===== src/hw/rtl/nffl_pkg.sv =====
// ----------------------------------------------------------------------------
// nffl_pkg
// shared types, constants and command codes of the next-fit allocator
// ----------------------------------------------------------------------------
package nffl_pkg;

    localparam int ARENA_UNITS = 4096;
    localparam int UNIT_BYTES  = 16;
    localparam int UNIT_SHIFT  = 4;
    localparam int ADDR_W      = 12;
    localparam int SIZE_W      = 13;
    localparam int STEP_W      = 13;
    localparam int REQ_W       = 16;
    localparam int EXT_W       = 14;

    typedef struct packed {
        logic [ADDR_W-1:0] link;
        logic [SIZE_W-1:0] size;
    } t_hdr;

    typedef enum logic [3:0] {
        CMD_NONE,
        CMD_CLR,
        CMD_START,
        CMD_A_FIRST,
        CMD_A_NEXT,
        CMD_A_EXACT,
        CMD_A_SPLIT,
        CMD_A_TAIL,
        CMD_A_FAIL,
        CMD_F_NEXT,
        CMD_F_FOUND,
        CMD_F_RDNX,
        CMD_F_WRBP,
        CMD_F_WRP,
        CMD_F_DONE
    } t_cmd;

    typedef struct packed {
        logic clr_last;
        logic is_free;
        logic fit;
        logic exact;
        logic stop;
        logic addr_ok;
        logic found;
        logic giveup;
        logic out_busy;
    } t_stat;

endpackage


===== src/hw/rtl/nffl_ctrl.sv =====
// ----------------------------------------------------------------------------
// nffl_ctrl
// sequencer: clearing pass, list walks and header updates
// ----------------------------------------------------------------------------
module nffl_ctrl import nffl_pkg::*; (
    input  logic  i_clk,
    input  logic  i_rst_n,
    input  logic  i_in_valid,
    input  t_stat i_stat,
    output logic  o_in_ready,
    output t_cmd  o_cmd
);

    typedef enum logic [9:0] {
        S_CLR    = 10'b0000000001,
        S_IDLE   = 10'b0000000010,
        S_A_FRST = 10'b0000000100,
        S_A_STEP = 10'b0000001000,
        S_A_TAIL = 10'b0000010000,
        S_F_STEP = 10'b0000100000,
        S_F_RDNX = 10'b0001000000,
        S_F_WRBP = 10'b0010000000,
        S_F_WRP  = 10'b0100000000,
        S_SPARE  = 10'b1000000000
    } t_state;

    t_state r_state, n_state;

    always_comb begin
        n_state = r_state;
        o_cmd   = CMD_NONE;
        unique case (r_state)
            S_CLR: begin
                o_cmd = CMD_CLR;
                if (i_stat.clr_last) n_state = S_IDLE;
            end
            S_IDLE: begin
                if (i_in_valid) begin
                    o_cmd   = CMD_START;
                    n_state = S_A_FRST;
                end
            end
            S_A_FRST: begin
                o_cmd   = i_stat.is_free ? CMD_NONE : CMD_A_FIRST;
                n_state = i_stat.is_free ? S_F_STEP : S_A_STEP;
            end
            S_A_STEP: begin
                if (!i_stat.out_busy) begin
                    if (i_stat.fit && i_stat.exact) begin
                        o_cmd   = CMD_A_EXACT;
                        n_state = S_IDLE;
                    end else if (i_stat.fit) begin
                        o_cmd   = CMD_A_SPLIT;
                        n_state = S_A_TAIL;
                    end else if (i_stat.stop) begin
                        o_cmd   = CMD_A_FAIL;
                        n_state = S_IDLE;
                    end else begin
                        o_cmd = CMD_A_NEXT;
                    end
                end
            end
            S_A_TAIL: begin
                if (!i_stat.out_busy) begin
                    o_cmd   = CMD_A_TAIL;
                    n_state = S_IDLE;
                end
            end
            S_F_STEP: begin
                if (!i_stat.out_busy) begin
                    if (!i_stat.addr_ok) begin
                        o_cmd   = CMD_F_DONE;
                        n_state = S_IDLE;
                    end else if (i_stat.found) begin
                        o_cmd   = CMD_F_FOUND;
                        n_state = S_F_RDNX;
                    end else if (i_stat.giveup) begin
                        o_cmd   = CMD_F_DONE;
                        n_state = S_IDLE;
                    end else begin
                        o_cmd = CMD_F_NEXT;
                    end
                end
            end
            S_F_RDNX: begin
                o_cmd   = CMD_F_RDNX;
                n_state = S_F_WRBP;
            end
            S_F_WRBP: begin
                o_cmd   = CMD_F_WRBP;
                n_state = S_F_WRP;
            end
            S_F_WRP: begin
                if (!i_stat.out_busy) begin
                    o_cmd   = CMD_F_WRP;
                    n_state = S_IDLE;
                end
            end
            default: n_state = S_IDLE;
        endcase
    end

    assign o_in_ready = (r_state == S_IDLE);

    always_ff @(posedge i_clk) begin
        if (!i_rst_n) begin
            r_state <= S_CLR;
        end else begin
            r_state <= n_state;
        end
    end

endmodule


===== config.mk =====
export PLATFORM = sky130hd
export DESIGN_NAME = nffl_ctrl
export DESIGN_NICKNAME = d
export VERILOG_FILES = /design/src/hw/rtl/nffl_pkg.sv /design/src/hw/rtl/nffl_ctrl.sv
export SDC_FILE = /design/constraint.sdc
export NUM_CORES = 1
export LEC_CHECK = 0
export BUFFER_PORTS_ARGS = -buffer_cell sky130_fd_sc_hd__buf_2
export CORE_ASPECT_RATIO = 0.75
export CORE_MARGIN = 4
export CORE_UTILIZATION = 45
export DETAILED_ROUTE_END_ITERATION = 10
export PLACE_DENSITY_LB_ADDON = 0.1
export SYNTH_ARGS = -nofsm -noshare
export SYNTH_HDL_FRONTEND = slang
export SYNTH_SLANG_ARGS = --single-unit

===== constraint.sdc =====
create_clock -name i_clk -period 2.2 [get_ports i_clk]
set_input_delay 0.55 -clock i_clk [delete_from_list [all_inputs] [get_ports i_clk]]
set_output_delay 0.55 -clock i_clk [all_outputs]
set_load 0.05 [all_outputs]

==> impl_metrics.py, run 1 <==
metrics = {
    "clocking": {
        "cts_htree_levels": 1,
        "clk_path_buf_depth": 2,
        "cts.clk_slew.worst_paths_ps": 60,
        "cts_root_buf": "clkbuf_4",
        "cts_sinks": 9,
        "worstSkewPairLatency_ps": 260,
        "numCtsBuffers": 3,
        "cts_tree": "yes",
        "hold_buffers": 0,
    },
    "yosys": {
        "syn_avg_cell_area_um2": 8.051,
        "syn-cell-area_um2": 797.0,
        "synth-simple-area-share_pct": 45.53,
        "synth.largest_area_cell": "dfxtp_1",
        "synth_fa_ha_area_share_pct": 0,
        "synth_top_family_by_area": "simple AND/OR/NAND/NOR gates",
        "async_flop_share_pct": 0,
        "synth_fp_nets": 111,
        "ys.flop_type": "dfxtp_1",
        "synth.most_common_cell": "nor2_1",
        "synthDistinctLibCells": 40,
        "synthTopCellsByCount": "nor2_1, dfxtp_1, nand2_1, nor3b_1",
        "yosys.area_share.xor_xnor_pct": 4.396,
        "yosysWarnings": 0,
        "synth_top_area_share_pct": 22.61,
        "synth-seq-cells": 9,
        "synth_area_leaders": "dfxtp_1, nor2_1, nor3b_1, nor2b_1, nand2_1",
        "synth-edff-count": 0,
        "ys_seq_area_share_pct": 22.61,
        "synth_compound_area_share_pct": 19.15,
        "synthCells": 99,
        "muxShareOfSynthArea_pct": 1.256,
    },
    "flow_run": {
        "maxCapViolCount": 0,
    },
    "place": {
        "place_area_mm2": 0.001102,
        "globalplace.congestion": 0.9117,
        "numPortBuffers": 16,
        "hpwl_mm": 1.942,
    },
    "setup_path": {
        "r2r-start": "r_state[0]",
        "r2r-end": "r_state[4]",
        "cp-start-kind": "flip-flop",
        "slowest_delay_ps": 360,
        "critPathKind": "flip-flop to primary output",
        "r2r_slack_ps": 240,
        "cp_slowest_cell": "dfxtp_2",
        "r2r_cells": 10,
        "worst-endpoint-arrival_ps": 1850,
        "cpMostUsedCell": "buf_4",
        "critPathCaptureType": "primary output",
        "crit_path_cell_trace": "nor4_4 > buf_4 > nand3_4 > buf_4 > a21oi_2 > nor3_1 > o22ai_2 > buf_6",
        "cp_data_required_time_ps": 1650,
        "path_max_fanout": 4,
    },
    "die": {
        "initial_core_util_pct": 50.56,
        "fp.dieH_um": 44.45,
        "fp.coreArea_mm2": 0.001577,
        "die_w_um": 56.60,
        "dieArea_mm2": 0.002515,
        "pin_count": 17,
        "rows": 12,
    },
    "final_layout": {
        "layout-drive-gt1-share_pct": 58.94,
        "fin_util_pct": 85.24,
        "fill_cells": 91,
        "max_flop_register": "r_state",
        "diodes": 0,
        "final_area_mm2": 0.001344,
        "top_regs": "r_state: 9 flops",
        "area_delta_synth_final_pct": 68.60,
        "largest_register_ffs": 9,
        "nets": 164,
    },
    "sta": {
        "slew_headroom_pct": 77.02,
        "fin_ws_ps": -198.2,
        "setup_violations": 5,
        "period_needed_ps": 2398,
        "rsz0062_at_grt": "yes",
        "clock_skew_ps": 0.2572,
        "max_freq_ghz": 0.4170,
        "hold_viol": 0,
        "setup-tns-final_ps": -630.7,
        "min_period_over_period_pct": 109.0,
        "tightest_slew_ps": 344.3,
        "drv_slew": 0,
    },
    "route": {
        "routed_via_density": 6.064,
        "ant_nets": 0,
        "wirelength_mm": 3.143,
        "avgRoutedWirePerCell_um": 18.27,
        "vias": 1043,
        "first_pass_iters": 4,
        "drc": 0,
        "drtIter0Drc": 45,
    },
    "grt": {
        "grt_pass1_vias": 1022,
        "grt_usage_pct": 26.47,
        "antenna_found_initial": 0,
        "grt_pass1_wl_mm": 5.023,
        "grt_max_degree": 9,
        "grt_overflow_total": 0,
    },
    "pwr": {
        "powerDensity_mw_per_mm2": 379.2,
        "p_leak_nw": 0.5449,
        "total_power_uw": 509.5,
        "irDropWorstVdd_uv": 437.9,
    },
    "run_status": {
        "violations": "setup timing",
        "outcome": "complete, but fails checks",
    },
    "min_path": {
        "hp-start": "i_rst_n",
        "min_path_cells": 2,
        "whs_endpoint": "r_state[0]",
        "hold_class": "input port to flip-flop",
    },
}
## repair_timing
item | CTS | global route
resized for setup | 27 | 7
buffers inserted | 8 | 4
pin swaps | 15 | 5
setup endpoints to repair | 5 | 5
## critical path: cells and delay by family (launching register included)
| family | cells | cell delay [ps] |
|---|---|---|
| AO/OA/AOI/OAI | 2 | 260 |
| AND/OR/NAND/NOR | 3 | 440 |
| flip-flops | 1 | 360 |
| buffers and inverters | 3 | 540 |
## per-stage QoR
step	hold WS (ps)	cells	setup WS, ps
floorplan	516.1	99	-280.8
global placement	594.6	156	-139.8
detailed placement	595.6	156	-146.6
CTS	496.7	168	-233.5
global route	507.1	172	-301.7
finish	499.0	172	-198.2
## worst max path at each step
stage                    start  endpoint  slack [ps]  cells past startpoint
finish              r_state[0]  o_cmd[2]        -200                      8
global route        r_state[0]  o_cmd[2]        -300                      8
CTS                 r_state[1]  o_cmd[0]        -230                      7
detailed placement   i_stat[2]  o_cmd[1]        -150                      7
global placement     i_stat[2]  o_cmd[1]        -140                      7
floorplan            i_stat[2]  o_cmd[0]        -280                      4
## where the power goes
group          switching [mW]  internal, mW
logic                   0.111        0.0977
registers             0.00650         0.169
clock network          0.0549        0.0697
total                   0.173         0.337
## cell usage in the layout (no fill, tap or decap), drive strengths merged
cell type,synthesis,routed
and2b,1,1
xor2,1,1
inv,4,4
nand2b,4,4
dfxtp,9,9
a21oi,3,3
nand3b,2,2
or2,1,1
nor2,12,12
nor3b,6,6
nand4,2,2
o211ai,1,1
and3,1,1
nand2,7,7
nor4b,2,2
or3b,1,1
nor4,2,2
nand3,4,4
xnor2,3,3
o22ai,3,3
nor3,4,4
buf,3,52
o211a,1,1
o221ai,2,2
or3,1,1
o21ai,5,5
o32a,1,1
o2111ai,3,3
nor2b,6,6
mux2i,1,1
a22oi,1,1
a2bb2oi,1,1
clkbuf,1,4
## kinds of logic (layout without fill, tap and decap cells)
group / count (synthesis) / count (layout)
xor+xnor: 4 / 4
flops: 9 / 9
mux: 1 / 1
simple gates: 56 / 56
buf+inv: 8 / 60
compound gates: 21 / 21
## layer usage
layer | share of wire (%) | track usage, %
met5 | 0 | 0
met3 | 6.1 | 2.332
met4 | 3.6 | 17.06
met2 | 48 | 46.77
met1 | 43 | 31.16
## layout make-up
type	instances	area [µm²]	area share, %
Multi-Input combinational cell	82	699.4	52.05
Tap cell	21	26.28	1.955
Timing Repair Buffer	52	389.1	28.96
Inverter	4	15.01	1.117
Sequential cell	9	187.7	13.97
Clock buffer	4	26.28	1.955
(Power assumes the default switching activity.)
==> inputs of run 2 (changes only) <==
--- a/config.mk
+++ b/config.mk
@@ -14,3 +14,4 @@
 export SYNTH_ARGS = -nofsm -noshare
 export SYNTH_HDL_FRONTEND = slang
 export SYNTH_SLANG_ARGS = --single-unit
+export TNS_END_PERCENT = 1
==> constraint.sdc (replaced) <==
create_clock -name i_clk -period 2.1 [get_ports i_clk]
set_input_delay 0.525 -clock i_clk [delete_from_list [all_inputs] [get_ports i_clk]]
set_output_delay 0.525 -clock i_clk [all_outputs]
set_load 0.05 [all_outputs]
==> run 2 against run 1 <==
  * Critical path depth unchanged
  * First-iteration DRC count grew 22%
  * Clock-buffer cell count stayed put
  * Register-to-register slack lost 200 ps
  * Critical path type unchanged
  * Largest cell class unchanged
  * Global-route usage down 3.0 points
  * Non-clock buffer count decreased by 5
  * Utilization is 5.3 points lower
  * Combinational power decreased by 6%
  * The flow still finishes with violations (setup timing)
  * Hold slack got worse by 49 ps
  * Clock skew rose by 5.7 ps
==> impl_metrics.py, run 2 (synthesized netlist as in run 1, its figures left out) <==
metrics = {
    "sta": {
        "rsz0062_at_grt": "yes",
        "setup-tns-final_ps": -1312,
        "holdWs_ps": 449.7,
        "clock_skew_ps": 5.935,
        "period_needed_ps": 2483,
        "tightest_slew_ps": 439.7,
        "slew_headroom_pct": 70.69,
        "min_period_over_period_pct": 118.2,
        "hold_viol": 0,
        "setup_violations": 5,
        "max_freq_ghz": 0.4028,
        "drv_slew": 0,
        "fin_ws_ps": -382.9,
    },
    "min_path": {
        "hold_class": "input port to flip-flop",
        "hp-start": "i_stat[8]",
    },
    "setup_path": {
        "crit_start": "r_state[1]",
        "crit_family": "buffers and inverters",
        "worst-endpoint-arrival_ps": 1960,
        "critPathCaptureType": "primary output",
        "cp-start-kind": "flip-flop",
        "slowest_delay_ps": 360,
        "critPathKind": "flip-flop to primary output",
        "crit_path_cell_trace": "buf_6 > nor4_4 > buf_4 > nand3_4 > o22ai_2 > nor2_1 > o211ai_1 > buf_4",
        "path_max_fanout": 4,
        "worst-path-buf-inv": 3,
        "r2r-start": "r_state[1]",
        "cpMostUsedCell": "buf_4",
        "cp_slowest_cell": "dfxtp_4",
        "cp_data_required_time_ps": 1570,
    },
    "grt": {
        "antenna_found_initial": 0,
        "grt_pass1_wl_mm": 4.471,
        "grt_usage_pct": 23.48,
        "grt_max_degree": 8,
        "grt_overflow_total": 0,
        "grt_pass1_vias": 917,
    },
    "clocking": {
        "cts_tree": "yes",
        "cts_htree_levels": 1,
        "clk_path_buf_depth": 2,
        "cts_root_buf": "clkbuf_4",
        "numCtsBuffers": 3,
        "worstSkewPairLatency_ps": 280,
        "hold_buffers": 0,
        "cts.clk_slew.worst_paths_ps": 70,
        "cts_sinks": 9,
    },
    "route": {
        "drc": 0,
        "ant_nets": 0,
        "first_pass_iters": 5,
        "drtIter0Drc": 55,
        "avgRoutedWirePerCell_um": 16.80,
        "wirelength_mm": 2.806,
        "routed_via_density": 5.898,
        "vias": 985,
    },
    "final_layout": {
        "max_flop_register": "r_state",
        "top_regs": "r_state: 9 flops",
        "fin_cells": 167,
        "final_common_cell": "buf_4",
        "diodes": 0,
        "final_area_mm2": 0.001260,
        "layout-drive-gt1-share_pct": 51.37,
        "area_delta_synth_final_pct": 58.09,
        "nets": 159,
        "largest_register_ffs": 9,
        "final_cell_mix": "buf_4, buf_2, nor2_1",
    },
    "die": {
        "fp.coreArea_mm2": 0.001577,
        "dieArea_mm2": 0.002515,
        "initial_core_util_pct": 50.56,
        "pin_count": 17,
        "fp.dieH_um": 44.45,
        "die_w_um": 56.60,
        "rows": 12,
    },
    "place": {
        "numPortBuffers": 16,
        "place_area_mm2": 0.001129,
        "globalplace.congestion": 0.8917,
        "hpwl_mm": 2.052,
        "dp_cells": 161,
    },
    "flow_run": {
        "maxCapViolCount": 0,
    },
    "pwr": {
        "p_leak_nw": 0.5142,
        "powerDensity_mw_per_mm2": 421.9,
        "irDropWorstVdd_uv": 303.8,
    },
    "run_status": {
        "violations": "setup timing",
        "outcome": "complete, but fails checks",
    },
}
run 2: cell count changes in the layout (fill, tap and decap cells not counted), sizes merged:
cell,change
buf,-5
run 2: report_power, final:
part           internal [mW]  switching (mW)  total, mW
Combinational         0.0938           0.103      0.196
Clock                 0.0738          0.0747      0.149
Sequential             0.177         0.00936      0.187
run 2: per-stage QoR:
stage	utilization, %	worst slack [ps]	total power, mW
global placement	71.59	-111.4	0.3583
floorplan	-	-349.6	0.2879
CTS	76.67	-326.7	0.5230
detailed placement	71.59	-152.2	0.3617
global route	79.92	-427.4	0.5606
finish	79.92	-382.9	0.5315
run 2: layout make-up:
cell class	instances	area, µm²
fillers	104	316.6
flip-flops and latches	9	185.2
repair buffers	47	347.8
well taps	21	26.28
clock buffers	4	26.28
multi-input cells	82	659.4
inverters	4	15.01
run 2: what timing repair did:
item / in CTS / in global routing
endpoints found under the hold margin: 0 / 0
resized for setup: 13 / 10
buffers inserted: 0 / 2
endpoints found under the setup margin: 5 / 5
pin swaps: 1 / 5
run 2: worst reg2reg max path, cell delays in order, from the launching register on:
cell and delay [ps]:
dfxtp_4 360, buf_6 120, nor4_4 270, buf_4 210
buf_4 110, buf_4 90, nand3_2 70, o2111ai_2 390
mux2i_1 280, nor2_1 60
run 2: path summary, 6_finish.rpt:
path         depth (start not counted)  slack [ps]         end
max                                  8        -380    o_cmd[0]
min                                  2         450  r_state[0]
max reg2reg                          9          40  r_state[4]
min reg2reg                          2         610  r_state[5]
run 2: layer usage:
layer | up-vias | GRT usage [%] | wire [µm]
met2 | 50 | 38.71 | 1340
met3 | 5 | 7.289 | 256
met1 | 473 | 29.52 | 1178
met5 | - | 0 | 0
li1 | 457 | - | -
met4 | 0 | 7.109 | 31
==> inputs of run 3 (changes only) <==
--- a/config.mk
+++ b/config.mk
@@ -10,7 +10,7 @@
 export CORE_MARGIN = 4
 export CORE_UTILIZATION = 45
 export DETAILED_ROUTE_END_ITERATION = 10
-export PLACE_DENSITY_LB_ADDON = 0.1
+export PLACE_DENSITY = 0.71
 export SYNTH_ARGS = -nofsm -noshare
 export SYNTH_HDL_FRONTEND = slang
 export SYNTH_SLANG_ARGS = --single-unit
==> run 3 against run 2 <==
  * The flow still finishes with violations (setup timing)
  * Critical path depth is the same
  * Power shrank 0.61%
  * Fmax grew 0.92%
  * Largest power group unchanged
  * Wire length grew 4.8%
  * Sequential share of layout area grew 0.26 points
  * Combinational power grew 6%
==> impl_metrics.py, run 3 (synthesized netlist as in run 1, its figures left out) <==
metrics = {
    "clocking": {
        "cts_root_buf": "clkbuf_4",
        "cts_htree_levels": 1,
        "cts.clk_slew.worst_paths_ps": 60,
        "cts_tree": "yes",
        "clk_path_buf_depth": 2,
        "worstSkewPairLatency_ps": 260,
        "cts_sinks": 9,
        "numCtsBuffers": 3,
        "hold_buffers": 0,
    },
    "final_layout": {
        "final_common_cell": "buf_4",
        "largest_register_ffs": 9,
        "register_area_um2": 187.7,
        "layout-drive-gt1-share_pct": 53.10,
        "diodes": 0,
        "final_cell_mix": "buf_4, buf_2, nor2_1",
        "nets": 158,
        "fin_cells": 166,
        "top_regs": "r_state: 9 flops",
        "multi_input_area_um2": 659.4,
        "fill_cells": 94,
        "max_flop_register": "r_state",
        "area_delta_synth_final_pct": 57.46,
    },
    "route": {
        "drtIter0Drc": 44,
        "drc": 0,
        "vias": 999,
        "wirelength_mm": 2.941,
        "routed_via_density": 6.018,
        "avgRoutedWirePerCell_um": 17.72,
        "ant_nets": 0,
        "first_pass_iters": 4,
    },
    "pwr": {
        "seqPwrFrac_pct": 35.2,
        "powerDensity_mw_per_mm2": 421.0,
        "p_leak_nw": 0.5140,
        "p_switching_uw": 181.0,
        "irDropWorstVdd_uv": 356.2,
        "p_int_uw": 347.3,
        "p_sw_share_pct": 34.26,
        "power.share.clock_pct": 25.4,
        "p_comb_share_pct": 39.4,
    },
    "setup_path": {
        "crit_start": "r_state[0]",
        "crit_family": "buffers and inverters",
        "critPathCaptureType": "primary output",
        "worst-path-buf-inv": 3,
        "r2r_slack_ps": 170,
        "critPathKind": "flip-flop to primary output",
        "r2r_cells": 7,
        "slowest_delay_ps": 360,
        "cp-start-kind": "flip-flop",
        "cp_data_required_time_ps": 1570,
        "path_depth": 8,
        "crit_path_cell_trace": "buf_4 > nor4_4 > buf_4 > nand3_4 > o22ai_2 > nor2_1 > o211ai_1 > buf_4",
        "cp_slowest_cell": "dfxtp_4",
        "path_max_fanout": 6,
        "worst-endpoint-arrival_ps": 1940,
        "cpMostUsedCell": "buf_4",
        "cp-endpoint": "o_cmd[0]",
        "r2r-end": "r_state[4]",
        "r2r-start": "r_state[0]",
    },
    "grt": {
        "grt_usage_pct": 22.22,
        "antenna_found_initial": 0,
        "grt_pass1_vias": 952,
        "grt_overflow_total": 0,
        "grt_pass1_wl_mm": 4.278,
        "grt_max_degree": 8,
    },
    "sta": {
        "min_period_over_period_pct": 117.1,
        "setup_violations": 5,
        "setup-tns-final_ps": -1429,
        "max_freq_ghz": 0.4065,
        "slew_headroom_pct": 73.45,
        "tightest_slew_ps": 398.3,
        "rsz0062_at_grt": "yes",
        "drv_slew": 0,
        "hold_viol": 0,
        "period_needed_ps": 2460,
        "holdWs_ps": 502.2,
        "clock_skew_ps": 1.848,
        "fin_ws_ps": -360.1,
    },
    "min_path": {
        "hold_class": "input port to flip-flop",
        "min_path_cells": 2,
    },
    "place": {
        "place_ws_ps": -165.9,
        "numPortBuffers": 16,
        "globalplace.congestion": 0.9494,
        "hpwl_mm": 1.930,
        "dp_cells": 157,
    },
    "flow_run": {
        "maxCapViolCount": 0,
    },
    "run_status": {
        "outcome": "complete, but fails checks",
        "violations": "setup timing",
    },
    "die": {
        "dieArea_mm2": 0.002515,
        "die_w_um": 56.60,
        "rows": 12,
        "fp.coreArea_mm2": 0.001577,
        "fp.dieH_um": 44.45,
        "initial_core_util_pct": 50.56,
        "pin_count": 17,
    },
}
==> run 3: area by class of cell <==
type / count / share of cell area [%]
Clock buffer: 4 / 2.094
Timing Repair Buffer: 46 / 27.12
Inverter: 4 / 1.196
Multi-Input combinational cell: 82 / 52.54
Sequential cell: 9 / 14.96
Tap cell: 21 / 2.094
==> run 3: how the worst min path moves through the flow <==
stage                    start          to  slack (ps)
floorplan           r_state[6]  r_state[7]         520
global placement    r_state[5]  r_state[5]         590
detailed placement  r_state[5]  r_state[5]         590
CTS                  i_stat[8]  r_state[0]         480
global route           i_rst_n  r_state[1]         500
finish                 i_rst_n  r_state[0]         500
==> run 3: power by group through the flow <==
stage | sequential (mW) | clock [mW] | combinational (mW)
floorplan | 0.186 | 0 | 0.101
global placement | 0.188 | 0 | 0.162
detailed placement | 0.188 | 0 | 0.165
CTS | 0.185 | 0.136 | 0.184
global route | 0.186 | 0.147 | 0.219
finish | 0.186 | 0.134 | 0.208
==> run 3: what timing repair did <==
item	CTS	global route
pin swaps	5	7
endpoints found under the setup margin	5	5
buffers inserted	3	2
gates resized for setup	14	12
==> run 3: worst register-to-register path: stages, from the launching register on <==
cell and delay, ps:
dfxtp_4 360, nor4_4 410, buf_4 220, buf_4 120
nand3_2 70, o2111ai_2 360, mux2i_1 240, nor2_1 50
==> run 3: through the flow <==
stage                     utilization [%]  total power [mW]  area (µm²)
after global placement              69.68            0.3496        1099
after CTS                           75.32            0.5052        1187
after detailed placement            69.68            0.3529        1099
final                               79.60            0.5283        1255
after global routing                79.60            0.5516        1255
after floorplan                         -            0.2879       845.8
==> run 3: metal layers <==
metal	vias to the layer above	GRT usage, %	part of all wire [%]
met5	-	0	0
met4	0	7.109	3.1
met3	12	7.580	7.2
met2	51	38.02	47
met1	480	26.42	43
li1	456	-	-
